## src/rtl/core/bbd_pkg.sv

```systemverilog
`timescale 1ns / 1ps
// Shared types and constants for the bilinear Bayer demosaic.
package bbd_pkg;

	localparam int FW_BITS = 13;
	localparam int FH_BITS = 16;
	localparam int PADDR_W = 3;
	localparam int PDATA_W = 32;

	localparam logic [FW_BITS-1:0] FW_RESET = 13'd640;
	localparam logic [FH_BITS-1:0] FH_RESET = 16'd480;

	// Register index, taken from paddr[2]
	localparam logic REG_FRAME_WIDTH  = 1'b0;
	localparam logic REG_FRAME_HEIGHT = 1'b1;

	// Site kind: {row is odd, column is odd}
	localparam logic [1:0] SITE_G_ON_GB = 2'b00;
	localparam logic [1:0] SITE_BLUE    = 2'b01;
	localparam logic [1:0] SITE_RED     = 2'b10;
	localparam logic [1:0] SITE_G_ON_RG = 2'b11;

	// floor(x/3) == (x*683) >> 11 for every x up to 1020
	localparam logic [10:0] RECIP3       = 11'd683;
	localparam int          RECIP3_SHIFT = 11;

	localparam int FIFO_DEPTH = 4;
	localparam int FIFO_PW    = $clog2(FIFO_DEPTH);
	localparam int FIFO_CNT_W = FIFO_PW + 1;

	// 3x3 window, element [row*3 + col], row 0 on top, col 0 oldest
	typedef logic [8:0][7:0] bbd_win_t;

	typedef struct packed {
		logic hl;
		logic hr;
		logic vu;
		logic vd;
		logic row_odd;
		logic col_odd;
	} bbd_site_t;

	typedef struct packed {
		logic [7:0] red;
		logic [7:0] green;
		logic [7:0] blue;
	} bbd_pixel_t;

	typedef struct packed {
		logic [7:0] red;
		logic [7:0] green;
		logic [7:0] blue;
		logic       end_of_row;
		logic       end_of_frame;
		logic       last_of_run;
	} bbd_result_t;

	// Per-request control carried down the pipe
	typedef struct packed {
		logic emit_a;
		logic emit_b;
		logic a_hl;
		logic b_hl;
		logic vu;
		logic vd;
		logic row_odd;
		logic a_col_odd;
		logic eof;
		logic bank_sel;
	} bbd_ctrl_t;

	// Truncated mean of up to four 8-bit values
	function automatic logic [7:0] bbd_mean(input logic [9:0] s, input logic [2:0] n);
		logic [20:0] prod;
		logic [7:0]  m;
		prod = 21'(s) * 21'(RECIP3);
		case (n)
			3'd1:    m = s[7:0];
			3'd2:    m = s[8:1];
			3'd3:    m = prod[RECIP3_SHIFT+7:RECIP3_SHIFT];
			3'd4:    m = s[9:2];
			default: m = 8'd0;
		endcase
		return m;
	endfunction

endpackage

```

## src/rtl/core/bbd_pixel_calc.sv

```systemverilog
`timescale 1ns / 1ps
// Bilinear interpolation of one pixel from its 3x3 neighbourhood.
module bbd_pixel_calc import bbd_pkg::*; (
	input  bbd_win_t   win,
	input  bbd_site_t  site,
	output bbd_pixel_t pix
);

	logic [9:0] hs, vs, ds, hvs;
	logic [2:0] hc, vc, dc, hvc;
	logic [7:0] m_h, m_v, m_d, m_hv;
	logic [7:0] own;

	always_comb begin
		hs = '0; hc = '0;
		vs = '0; vc = '0;
		ds = '0; dc = '0;
		if (site.hl) begin hs = hs + 10'(win[3]); hc = hc + 3'd1; end
		if (site.hr) begin hs = hs + 10'(win[5]); hc = hc + 3'd1; end
		if (site.vu) begin vs = vs + 10'(win[1]); vc = vc + 3'd1; end
		if (site.vd) begin vs = vs + 10'(win[7]); vc = vc + 3'd1; end
		if (site.hl && site.vu) begin ds = ds + 10'(win[0]); dc = dc + 3'd1; end
		if (site.hr && site.vu) begin ds = ds + 10'(win[2]); dc = dc + 3'd1; end
		if (site.hl && site.vd) begin ds = ds + 10'(win[6]); dc = dc + 3'd1; end
		if (site.hr && site.vd) begin ds = ds + 10'(win[8]); dc = dc + 3'd1; end
		hvs = hs + vs;
		hvc = hc + vc;
	end

	assign own  = win[4];
	assign m_h  = bbd_mean(hs, hc);
	assign m_v  = bbd_mean(vs, vc);
	assign m_d  = bbd_mean(ds, dc);
	assign m_hv = bbd_mean(hvs, hvc);

	always_comb begin
		unique case ({site.row_odd, site.col_odd})
			SITE_G_ON_GB: begin
				pix.red = m_v; pix.green = own; pix.blue = m_h;
			end
			SITE_BLUE: begin
				pix.red = m_d; pix.green = m_hv; pix.blue = own;
			end
			SITE_RED: begin
				pix.red = own; pix.green = m_hv; pix.blue = m_d;
			end
			SITE_G_ON_RG: begin
				pix.red = m_h; pix.green = own; pix.blue = m_v;
			end
			default: begin
				pix.red = '0; pix.green = '0; pix.blue = '0;
			end
		endcase
	end

endmodule

```

## config.mk

```make
export PLATFORM = sky130hd
export DESIGN_NAME = bbd_pixel_calc
export DESIGN_NICKNAME = d
export VERILOG_FILES = /design/src/rtl/core/bbd_pkg.sv /design/src/rtl/core/bbd_pixel_calc.sv
export SDC_FILE = /design/constraint.sdc
export NUM_CORES = 1
export LEC_CHECK = 0
export BUFFER_PORTS_ARGS = -buffer_cell sky130_fd_sc_hd__buf_4
export CAP_MARGIN = 20
export CORE_ASPECT_RATIO = 1.2
export CORE_MARGIN = 3
export CORE_UTILIZATION = 45
export DETAILED_ROUTE_END_ITERATION = 6
export SETUP_SLACK_MARGIN = 0.05
export SKIP_LAST_GASP = 1
export SLEW_MARGIN = 25
export SYNTH_ARGS = -nofsm -noshare
export SYNTH_HDL_FRONTEND = slang
export SYNTH_SLANG_ARGS = --single-unit
```

## constraint.sdc

```tcl
create_clock -name vclk -period 30.3
set_input_delay 1.515 -clock vclk [all_inputs]
set_output_delay 1.515 -clock vclk [all_outputs]
set_load 0.02 [all_outputs]
```

Word-level counts from Yosys, hierarchy flattened
Index checks and enable logic that the tools add are counted.
Widths: inputs -> output; s select.
{"block": "totals", "ff_bits": 0, "in_bits": 78, "elab_cells": 61, "out_inout_bits": 24}
{"block": "classes", "mux": 21, "n_mul": 4, "n_eq_ne": 19, "add_sub_neg": 12, "n_reduce_logical": 5}
{"op": "$pmux 8 s4", "count": 4}
{"op": "$pmux 24 s4", "count": 1}
{"op": "$mul 10x10->19 const B", "count": 4}
{"op": "$add 10x8->10", "count": 5}
{"op": "$mux 10", "count": 5}
{"op": "$eq 3x2->1 const B", "count": 8}
{"op": "$mux 8", "count": 3}
{"op": "$add 3x1->3 const B", "count": 5}
{"op": "$mux 3", "count": 5}
{"op": "$eq 3x1->1 const B", "count": 4}
{"op": "$eq 3x3->1 const B", "count": 4}
{"op": "$add 10x10->10", "count": 1}
{"op": "$eq 2x2->1 const B", "count": 2}
{"op": "$logic_and 1x1->1", "count": 4}
{"op": "$add 3x3->3", "count": 1}
{"op": "$mux 1", "count": 3}
{"op": "$eq 2x1->1 const B", "count": 1}
{"op": "$logic_not 2->1", "count": 1}

Longest topological paths before layout
{"block": "logic_depth", "word_depth": 11, "mapped_depth": 44, "mapped_depth_nobuf": 42}

Worst setup path after synthesis
No wires, ideal clock.
{"block": "synth_timing", "path_type": "input -> output", "start": "input site[3] in the netlist's numbering", "end": "output pix[23] in the netlist's numbering", "path_slack_ns": 18.423, "t_required_ns": 28.785, "t_arrival_ns": 10.362, "path_buffers": 2, "stages": 42, "path_cell_list": "buf_2 > clkbuf_1 > and3_1 > ha_1 > inv_1 > fa_1 > nor2b_1 > o21ai_1 > a21o_1 > a31oi_1 > ha_1 > o21a_1 > o31a_1 > o31ai_2 > a21boi_0 > nor2_1 > a21oi_1 > ha_1 > (+6 left out) > ha_1 > inv_1 > fa_1 > inv_1 > fa_1 > inv_1 > fa_1 > inv_1 > ha_1 > o211ai_1 > a21oi_1 > o2111ai_1 > o31ai_1 > o2111ai_1 > a211o_1 > a32oi_1 > a211oi_1 > o22ai_1"}
{"element": "start, declared", "line": "bbd_pixel_calc.sv:5", "rtl": "input bbd_site_t site,"}
{"element": "end, declared", "line": "bbd_pixel_calc.sv:6", "rtl": "output bbd_pixel_t pix"}

==> out/summary.txt <==
routability congestion estimate: 0.900
fill cell count: 2339
share of cells above drive strength 1: 12.9%
die footprint: 26000 sq um
DIE HEIGHT: 176 um
post-route ant nets: 0
commonest non-fill, non-tap cell in the layout: ha_1
critical path class: primary input to primary output
Post-Syn Area per Cell: 8.67 sq um
Vias: 9547
initial core utilization: 46.2%
CP endpoint kind: primary output
Remaining DRCs: 0
WHS Endpoint: pix[9]
Hold WC Path Type: primary input to primary output
clk_buf instances: 0
top achievable clock speed: 0.0783 GHz
Seq/Total Area, Yosys: 0%
Power per Cell Area: 112 nW/um^2
worst-path maximum fanout: 25
hold depth: 4
slowest stage delay, CP: 0.56 ns
Nets: 1778
initial antenna violation count: 1
Die Width: 148 um
Critical Path RT: 28.79 ns
# hold bufs at CTS: 0
Layout area overhead: 9.58%
largest net degree at the start of global routing: 36
setup TNS: 0 ns
Tot Pwr: 0.00132 W
grt ovf: 0
CP startpoint kind: primary input
final hold violation count: 0
outcome: finished clean
wire per inst: 19.0 um
fin util: 50.6%
Rel. slew slack: 33.9%
CORE AREA: 23400 sq um
All-Layer GR Usage: 23.6%
Routed Wire Length: 31100 um
final setup fails: 0
commonest non-fill, non-tap cells in the layout: ha_1, inv_1, buf_4
count of different cell masters after synthesis: 102
Arrival @ worst endpoint: 11.25 ns
YS warnings: 0
Synthesized Nets: 1697
maxcap violations: 0
vias per inst: 5.81
Pleak: 6.14 nW
final-report max-slew violation count: 0
Seq. cell area: 0 sq um
post-cts sizing count: 0
cell area after synthesis: 10800 sq um
TritonRoute pass-1 iters: 5
Least-Margin Pin Slew: 0.985 ns
Post-CTS Setup Bufs: 0
first-pass GRT wire length: 49800 um
slowest CP cell: mux4_2
I/O Pins: 102
Syn Inst Count: 1248
DR iter-0 viols: 479
Top delay family on crit path: compound AO/OA/AOI/OAI gates
RSZ-0062 raised after global routing: no
Final HPWL DP: 27500 um
crit path buf inv count: 9
min-delay src: win[33]
Final min period: 12.77 ns
PortBufs: 102
vias in the first global route: 9744
period utilization: 42.1%
maximum VDD drop: 0.0734 mV
Seq cells: 0
standard-cell rows: 61
-- final cells by class --
class / count / area (sq um) / area share (%)
Multi-Input combinational cell: 1056 / 10000 / 84.5
Inverter: 160 / 603 / 5.08
Tap cell: 315 / 394 / 3.32
Antenna cell: 1 / 2.50 / 0.0211
Timing Repair Buffer: 111 / 833 / 7.03
-- where the power goes --
part | switching, W | total [W] | internal, W
clock network | 0 | 0.00000000000442 | 0.00000000000442
registers | 0 | 0 | 0
logic | 0.000735 | 0.00132 | 0.000590
-- metal layers --
metal  track usage (%)  wire length [um]  part of all wire [%]
met2              44.4             15900                    51
met5                 0                 0                     0
met4              4.43               688                   2.2
met1              29.4             13300                    43
met3              2.17              1280                   4.1
-- kinds of logic after synthesis --
| kind of cell | after synthesis | synth area share (%) |
|---|---|---|
| adders and majority gates | 372 | 48.7 |
| AOI/OAI and AO/OA | 321 | 21.9 |
| and+or+nand+nor | 271 | 12.8 |
| buffers and inverters | 192 | 7.35 |
| xor gates and xnor gates | 63 | 5.10 |
| muxes | 29 | 4.17 |
-- worst max-delay path by stage --
stage	from	to	slack, ns	cells past startpoint
2_1_floorplan	site[3]	pix[23]	18.42	42
3_3_place_gp	site[3]	pix[21]	17.65	42
3_5_place_dp	site[3]	pix[21]	17.57	42
4_1_cts	site[3]	pix[21]	17.56	42
5_1_grt	site[3]	pix[5]	16.88	42
6_report	site[3]	pix[21]	17.53	42
-- per-stage QoR --
step                std cells  instance area, sq um  setup slack, ns  hold WS (ns)
finish                   1643                 11900            17.53          3.36
global route             1643                 11900            16.88          3.41
CTS                      1642                 11900            17.56          3.36
detailed placement       1642                 11900            17.57          3.36
global placement         1642                 11900            17.65          3.37
floorplan                1248                 10800            18.42          3.20
-- worst min-delay path, stage by stage --
cell     delay, ns
buf_4         0.09
nand2_1       0.04
o21ai_0       0.06
buf_4         0.14
-- cell usage after synthesis, types with 8 or more instances --
| master | number | share of area (%) |
|---|---|---|
| ha_1 | 288 | 33 |
| inv_1 | 153 | 5.3 |
| fa_1 | 83 | 15 |
| nand2_1 | 65 | 2.3 |
| nor2_1 | 61 | 2.1 |
| a21oi_1 | 53 | 2.5 |
| o21ai_0 | 49 | 2.3 |
| xnor2_1 | 42 | 3.4 |
| and2_1 | 26 | 1.5 |
| a21o_1 | 25 | 1.7 |
| nand3_1 | 24 | 1.1 |
| xor2_1 | 21 | 1.7 |
| clkbuf_1 | 20 | 0.69 |
| nor3_1 | 19 | 0.88 |
| a22oi_1 | 18 | 1.2 |
| a211oi_1 | 15 | 1.0 |
| o21a_1 | 15 | 1.0 |
| and3_1 | 13 | 0.75 |
| mux2_2 | 13 | 1.4 |
| a31oi_1 | 11 | 0.64 |
| nor2b_1 | 11 | 0.64 |
| o21bai_1 | 10 | 0.69 |
| mux4_2 | 9 | 1.9 |
| a221oi_1 | 8 | 0.65 |
| nand3b_1 | 8 | 0.55 |
| o211ai_1 | 8 | 0.55 |
| o21ai_1 | 8 | 0.37 |
Note: power is estimated with default switching activity, not from simulation.
