===== src/rtl/core/bbd_pkg.sv =====
`timescale 1ns / 1ps
// Shared types and constants for the bilinear Bayer demosaic.
package bbd_pkg;

	localparam int FW_BITS = 13;
	localparam int FH_BITS = 16;
	localparam int PADDR_W = 3;
	localparam int PDATA_W = 32;

	localparam logic [FW_BITS-1:0] FW_RESET = 13'd640;
	localparam logic [FH_BITS-1:0] FH_RESET = 16'd480;

	// Register index, taken from paddr[2]
	localparam logic REG_FRAME_WIDTH  = 1'b0;
	localparam logic REG_FRAME_HEIGHT = 1'b1;

	// Site kind: {row is odd, column is odd}
	localparam logic [1:0] SITE_G_ON_GB = 2'b00;
	localparam logic [1:0] SITE_BLUE    = 2'b01;
	localparam logic [1:0] SITE_RED     = 2'b10;
	localparam logic [1:0] SITE_G_ON_RG = 2'b11;

	// floor(x/3) == (x*683) >> 11 for every x up to 1020
	localparam logic [10:0] RECIP3       = 11'd683;
	localparam int          RECIP3_SHIFT = 11;

	localparam int FIFO_DEPTH = 4;
	localparam int FIFO_PW    = $clog2(FIFO_DEPTH);
	localparam int FIFO_CNT_W = FIFO_PW + 1;

	// 3x3 window, element [row*3 + col], row 0 on top, col 0 oldest
	typedef logic [8:0][7:0] bbd_win_t;

	typedef struct packed {
		logic hl;
		logic hr;
		logic vu;
		logic vd;
		logic row_odd;
		logic col_odd;
	} bbd_site_t;

	typedef struct packed {
		logic [7:0] red;
		logic [7:0] green;
		logic [7:0] blue;
	} bbd_pixel_t;

	typedef struct packed {
		logic [7:0] red;
		logic [7:0] green;
		logic [7:0] blue;
		logic       end_of_row;
		logic       end_of_frame;
		logic       last_of_run;
	} bbd_result_t;

	// Per-request control carried down the pipe
	typedef struct packed {
		logic emit_a;
		logic emit_b;
		logic a_hl;
		logic b_hl;
		logic vu;
		logic vd;
		logic row_odd;
		logic a_col_odd;
		logic eof;
		logic bank_sel;
	} bbd_ctrl_t;

	// Truncated mean of up to four 8-bit values
	function automatic logic [7:0] bbd_mean(input logic [9:0] s, input logic [2:0] n);
		logic [20:0] prod;
		logic [7:0]  m;
		prod = 21'(s) * 21'(RECIP3);
		case (n)
			3'd1:    m = s[7:0];
			3'd2:    m = s[8:1];
			3'd3:    m = prod[RECIP3_SHIFT+7:RECIP3_SHIFT];
			3'd4:    m = s[9:2];
			default: m = 8'd0;
		endcase
		return m;
	endfunction

endpackage


===== src/rtl/core/bbd_out_if.sv =====
`timescale 1ns / 1ps
// RGB pixel channel: valid/ready with colour and framing flags.
interface bbd_out_if;
	logic       valid;
	logic       ready;
	logic [7:0] red;
	logic [7:0] green;
	logic [7:0] blue;
	logic       end_of_row;
	logic       end_of_frame;
	logic       last_of_run;

	modport source(output valid, red, green, blue, end_of_row, end_of_frame, last_of_run,
		input ready);
	modport sink(input valid, red, green, blue, end_of_row, end_of_frame, last_of_run,
		output ready);
endinterface


===== src/rtl/core/bbd_out_fifo.sv =====
`timescale 1ns / 1ps
// Result queue: takes up to two results a cycle, hands out one.
module bbd_out_fifo import bbd_pkg::*; (
	input  logic        clk,
	input  logic        arst_n,
	input  logic        push_a,
	input  logic        push_b,
	input  bbd_result_t data_a,
	input  bbd_result_t data_b,
	output logic        room,
	bbd_out_if.source   rgb
);

	bbd_result_t             entries_q [FIFO_DEPTH];
	logic [FIFO_PW-1:0]      wr_ptr_q, rd_ptr_q;
	logic [FIFO_CNT_W-1:0]   count_q;
	logic                    pop;
	bbd_result_t             head;

	assign head         = entries_q[rd_ptr_q];
	assign rgb.valid    = (count_q != '0);
	assign rgb.red      = head.red;
	assign rgb.green    = head.green;
	assign rgb.blue     = head.blue;
	assign rgb.end_of_row   = head.end_of_row;
	assign rgb.end_of_frame = head.end_of_frame;
	assign rgb.last_of_run  = head.last_of_run;
	assign pop          = rgb.valid & rgb.ready;

	// Room for a full pair from the last pipe stage
	assign room = (count_q <= FIFO_CNT_W'(FIFO_DEPTH - 2));

	always_ff @(posedge clk) begin
		if (push_a) entries_q[wr_ptr_q] <= data_a;
		if (push_b) entries_q[wr_ptr_q + FIFO_PW'(push_a)] <= data_b;
	end

	always_ff @(posedge clk or negedge arst_n) begin
		if (!arst_n) begin
			wr_ptr_q <= '0;
			rd_ptr_q <= '0;
			count_q  <= '0;
		end else begin
			wr_ptr_q <= wr_ptr_q + FIFO_PW'(push_a) + FIFO_PW'(push_b);
			rd_ptr_q <= rd_ptr_q + FIFO_PW'(pop);
			count_q  <= count_q + FIFO_CNT_W'(push_a) + FIFO_CNT_W'(push_b)
				- FIFO_CNT_W'(pop);
		end
	end

endmodule


===== src/flat_wrapper.sv =====
// flat-port wrapper written by rule: the top's interface ports become plain ports
module bbd_out_fifo_flat import bbd_pkg::*;
  (clk, arst_n, push_a, push_b, data_a, data_b, room, rgb_valid, rgb_red, rgb_green, rgb_blue, rgb_end_of_row, rgb_end_of_frame, rgb_last_of_run, rgb_ready);
  bbd_out_if rgb_i ();
  input  logic clk;
  input  logic arst_n;
  input  logic push_a;
  input  logic push_b;
  input  bbd_result_t data_a;
  input  bbd_result_t data_b;
  output logic room;
  output wire logic [$bits(rgb_i.valid)-1:0] rgb_valid;
  output wire logic [$bits(rgb_i.red)-1:0] rgb_red;
  output wire logic [$bits(rgb_i.green)-1:0] rgb_green;
  output wire logic [$bits(rgb_i.blue)-1:0] rgb_blue;
  output wire logic [$bits(rgb_i.end_of_row)-1:0] rgb_end_of_row;
  output wire logic [$bits(rgb_i.end_of_frame)-1:0] rgb_end_of_frame;
  output wire logic [$bits(rgb_i.last_of_run)-1:0] rgb_last_of_run;
  input wire logic [$bits(rgb_i.ready)-1:0] rgb_ready;
  assign rgb_valid = rgb_i.valid;
  assign rgb_red = rgb_i.red;
  assign rgb_green = rgb_i.green;
  assign rgb_blue = rgb_i.blue;
  assign rgb_end_of_row = rgb_i.end_of_row;
  assign rgb_end_of_frame = rgb_i.end_of_frame;
  assign rgb_last_of_run = rgb_i.last_of_run;
  assign rgb_i.ready = rgb_ready;
  bbd_out_fifo u_core (.clk(clk), .arst_n(arst_n), .push_a(push_a), .push_b(push_b), .data_a(data_a), .data_b(data_b), .room(room), .rgb(rgb_i));
endmodule

===== config.mk =====
export PLATFORM = sky130hd
export DESIGN_NAME = bbd_out_fifo_flat
export DESIGN_NICKNAME = d
export VERILOG_FILES = /design/src/rtl/core/bbd_pkg.sv /design/src/rtl/core/bbd_out_if.sv /design/src/rtl/core/bbd_out_fifo.sv /design/src/flat_wrapper.sv
export SDC_FILE = /design/constraint.sdc
export NUM_CORES = 1
export LEC_CHECK = 0
export BUFFER_PORTS_ARGS = -buffer_cell sky130_fd_sc_hd__buf_4
export CORE_MARGIN = 2
export CORE_UTILIZATION = 52
export CTS_CLUSTER_SIZE = 14
export DETAILED_ROUTE_END_ITERATION = 8
export PLACE_DENSITY_LB_ADDON = 0.15
export REMOVE_ABC_BUFFERS = 1
export SLEW_MARGIN = 20
export SYNTH_ARGS = -nofsm -noshare
export SYNTH_HDL_FRONTEND = slang
export SYNTH_SLANG_ARGS = --single-unit

===== constraint.sdc =====
create_clock -name clk -period 2.5 [get_ports clk]
set_clock_uncertainty 0.1 [all_clocks]
set_input_delay 0.25 -clock clk [delete_from_list [all_inputs] [get_ports clk]]
set_output_delay 0.25 -clock clk [all_outputs]
set_load 0.005 [all_outputs]

Yosys cells after proc, flatten, opt, wreduce, memory -nomap -nowiden
Memory sizes are Yosys's and may differ from the RTL's.
Index checks and enable logic that the tools add are counted.
Widths: inputs -> output; s select.
{"block": "totals", "ff_bits": 7, "ram_bits": 108, "inputBits": 59, "out_inout_bits": 29, "elab_cells": 17, "memories": 1}
{"name": "u_core.entries_q", "words": 4, "word_bits": 27, "rd": 1, "rd_ports_with_merged_regs": 0, "write_ports": 2, "line_no": "bbd_out_fifo.sv:14", "source": "bbd_result_t entries_q [FIFO_DEPTH];"}
{"block": "classes", "addsub": 6, "n_lt_le_gt_ge": 1, "n_mux": 4, "n_bitwise": 1, "n_reduce_logical": 1}
{"cell": "$add 2x1->2", "count": 3}
{"cell": "$add 3x1->3", "count": 2}
{"cell": "$mux 1", "count": 4}
{"cell": "$le 3x2->1 const B", "count": 1}
{"cell": "$reduce_bool 3->1", "count": 1}
{"cell": "$sub 3x1->3", "count": 1}
{"cell": "$and 1x1->1", "count": 1}

Depth between registers and ports, before layout
{"block": "depth", "ltp_word": 3, "mapped_depth": 8, "depth_no_buf": 8}

Worst setup path before layout
Ideal clock, no wire load.
{"block": "synth_path", "path_type": "reg2reg", "start": "register u_core.wr_ptr_q[0]", "end": "memory u_core.entries_q[0][0] in the netlist's numbering (enable)", "setup_time_ns": 0.373, "arrival_time_ns": 1.905, "required_ns": 2.027, "slack_ns": 0.122, "stages_incl_launch_ff": 7, "n_path_buf": 2, "period_less_slack_ns": 2.378, "cell_sequence": "dfrtp_1 -> ha_1 -> xnor2_2 -> nor3b_2 -> buf_6 -> buf_12 -> a31o_2"}
{"item": "from (decl)", "line_no": "bbd_out_fifo.sv:15", "source": "logic [FIFO_PW-1:0] wr_ptr_q, rd_ptr_q;"}
{"item": "from (signal assigned)", "line_no": "bbd_out_fifo.sv:44", "source": "wr_ptr_q <= wr_ptr_q + FIFO_PW'(push_a) + FIFO_PW'(push_b);"}
{"item": "to (decl)", "line_no": "bbd_out_fifo.sv:14"}

==> impl_metrics.tcl <==
set metrics [dict create \
    status "finished, final reports clean" \
    power.density_mw_per_mm2 1220 \
    setup_slack_ns 0.131 \
    worstPathCellList "dlygate4sd3_1 -> buf_4 -> ha_1 -> xnor2_2 -> nor3b_4 -> buf_4 -> a31o_2 -> buf_12" \
    wl_per_cell_um 19.9 \
    dpl.cell_count 525 \
    area_growth_pct 36.6 \
    grt_use_met3 0.0544 \
    maxSlewViolCount 0 \
    hp-class "primary input to register" \
    cap_violations 0 \
    yosys_register_bits 115 \
    dieArea_mm2 0.0119 \
    critPathTopFamily "buffers and inverters" \
    criticalPathCategory "primary input to register" \
    syn-cell-area_mm2 0.00575 \
    port-buffer-count 87 \
    dr.pass1.iters 4 \
    finalInstanceArea_mm2 0.00786 \
    yosysWarnings 0 \
    synth_edf_count 108 \
    place_congestion 0.758 \
    yosys.area.top_type "edfxtp_1" \
    cp-end-kind "register" \
    antenna_found_initial 0 \
    post-route-min-period_ns 2.37 \
    synth_cell_types 26 \
    core-area_mm2 0.0108 \
    yosysSeqAreaShare 0.594 \
    synth_common_cells "edfxtp_1 (108), mux2_2 (84), mux4_2 (27), mux2_4 (22)" \
    vdd_drop_max_mv 0.633 \
    synthCells 297 \
    wirelength_mm 12.2 \
    worstSetupStartpoint "push_a" \
    regArea_mm2 0.00342 \
    hold_depth 3 \
    tightestPinTransition_ns 0.884 \
    crit_top_cell "buf_4" \
    max_slew_margin 0.410 \
    die_h_um 109 \
    synth_top_area_frac 0.564 \
    ant_nets 0 \
    clk_latency_ns 0.51 \
    cp_slowest_cell "dlygate4sd3_1" \
    drc 0 \
    clock-sinks 115 \
    path_buf_inv 4 \
    grt_use_total 0.219 \
    fin_cells 615 \
    timing.rr.end "u_core.entries_q[0][1]" \
    diodes 0 \
    setup_viol 0 \
    first_iter_violations 164 \
    yosysMostFrequentCell "edfxtp_1" \
    die_w_um 109 \
    critPathMaxStageDelay_ns 0.53 \
    grtUsageMet2 0.372 \
    finalHoldViolCount 0 \
    grt_max_degree 29 \
    grt-busiest-layer "met2" \
    clockBufferDepth 2 \
    nNetsFinal 528 \
    fmax_mhz 422 \
    grt_pass1_vias 3567 \
    grt_overflow 0 \
    cts_tree "done" \
    ioPinCount 88 \
    placed_cell_area_mm2 0.00666 \
    p_leak_uw 0.00295 \
    hold_path_startpoint "rgb_ready" \
    arrival_ns 2.48 \
    row_count 38 \
    post-place-ws_ns 0.179 \
    r2r_slack_ns 0.16 \
    async_reset_ff_frac 0.0609 \
    clock-root-buffer "clkbuf_8" \
    cts_buffers 17 \
    synthTopCellsByArea "edfxtp_1 (56%), mux2_2 (16%), mux4_2 (11%)" \
    clk_pin_slew_worst_paths_ns 0.06 \
    holdPathEnd "u_core.rd_ptr_q[0]" \
    timing.rr.start "u_core.wr_ptr_q[0]" \
    critPathMaxFanout 19 \
    initial_core_util 0.531 \
    synth.avg_cell_area_um2 19.4 \
    critPathLaunchType "primary input" \
    worstPathRequired_ns 2.61 \
    met1_usage 0.271 \
    hpwlAfterDp_mm 7.23 \
    layout-drive-gt1-share 0.581 \
    htree_levels 4 \
    final.fill_count 680 \
    grt_pass1_wl_mm 18.7 \
    vias_per_cell 5.45 \
    vias 3352 \
    reg2regPathDepth 6 \
    fin_crit_sh 0.948 \
    synth_flop_cell "edfxtp_1" \
    multi_input_area_mm2 0.00217 \
    grt_setup_unrepaired "false" \
    cts_resized 0 \
]
## per-stage QoR
| stage | utilization | hold WS, ns | power (uW) | TNS, ns |
|---|---|---|---|---|
| 6_report | 0.725 | 0.0214 | 9610 | 0 |
| 5_1_grt | 0.725 | 0.0264 | 10100 | 0 |
| 4_1_cts | 0.725 | 0.0102 | 9700 | 0 |
| 3_5_place_dp | 0.614 | -0.0317 | 7120 | 0 |
| 3_3_place_gp | 0.614 | -0.0339 | 7050 | 0 |
| 2_1_floorplan | - | -0.146 | 5420 | -55.91 |
## sequential cells by signal, indices dropped and copies added, names as in the netlist
name              count
u_core.rd_ptr_q       2
u_core.count_q        3
u_core.wr_ptr_q       2
u_core.entries_q    108
## layout make-up
type,count,share of cell area
inverter,7,0.00334
sequential,115,0.435
multi-input combinational,159,0.276
clock inverter,9,0.0196
clock buffer,23,0.0594
tap,140,0.0223
timing repair buffer,162,0.184
## metal layers
| layer | vias up | wire length [um] |
|---|---|---|
| met4 | 0 | 138 |
| li1 | 1537 | - |
| met3 | 13 | 460 |
| met5 | - | 0 |
| met2 | 81 | 6290 |
| met1 | 1721 | 5350 |
## cells by family (layout without fill, tap and decap cells)
group | after synthesis | count (layout) | synth area share
fa+ha+maj | 7 | 7 | 0.0178
simple gates | 8 | 8 | 0.0111
flops | 115 | 115 | 0.594
compound gates | 5 | 5 | 0.00739
xor+xnor | 4 | 4 | 0.00740
mux | 135 | 135 | 0.331
buf+inv | 23 | 201 | 0.0307
## layout by cell type (no fill, tap or decap)
cell type / synthesis / final
edfxtp_1: 108 / 108
buf_4: 2 / 97
mux2_2: 84 / 84
dlygate4sd3_1: 0 / 58
mux4_2: 27 / 27
mux2_4: 22 / 22
clkbuf_16: 0 / 16
inv_1: 7 / 7
buf_12: 2 / 7
dfrtp_1: 7 / 6
ha_1: 5 / 5
a31o_2: 4 / 4
clkbuf_8: 0 / 4
bufinv_16: 0 / 4
clkbuf_1: 2 / 3
mux2_1: 2 / 2
nand2_1: 2 / 2
xnor2_1: 2 / 2
fa_1: 2 / 2
clkinv_2: 0 / 2
clkinvlp_4: 0 / 2
xnor2_2: 1 / 1
nor3b_4: 0 / 1
and3_2: 0 / 1
nor3_4: 1 / 1
nor2_4: 1 / 1
nor2_1: 1 / 1
and2_1: 1 / 1
a21o_1: 1 / 1
xor2_1: 1 / 1
clkinv_4: 0 / 1
dfrtp_2: 0 / 1
## worst max-delay path by stage
stage	endpoint	slack (ns)	depth (start not counted)
6_report	u_core.entries_q[0][1]	0.13	8
5_1_grt	u_core.entries_q[0][19]	0.05	6
4_1_cts	u_core.entries_q[0][1]	0.16	8
3_5_place_dp	u_core.entries_q[0][4]	0.18	7
3_3_place_gp	u_core.entries_q[0][6]	0.25	7
2_1_floorplan	u_core.entries_q[0][0]	-0.78	4
## what timing repair did
action,4_1_cts,5_1_grt
buffers inserted,0,0
hold buffers,58,0
hold endpoints to repair,117,0
endpoints found under the setup margin,0,0
## worst min-delay path: cells and delay by family
kind                       cells  cell delay (ns)
and+or+nand+nor                1             0.15
adders and majority gates      1             0.13
buffers and inverters          1             0.07
## report_power, final
part           leakage, uW  internal, uW  switching (uW)  total [uW]
clock             0.000298          1700             813        2510
sequential         0.00109          3110             194        3300
combinational      0.00156          2100            1700        3800
total              0.00295          6900            2710        9610
No activity file was read; power rests on OpenSTA's default activity.
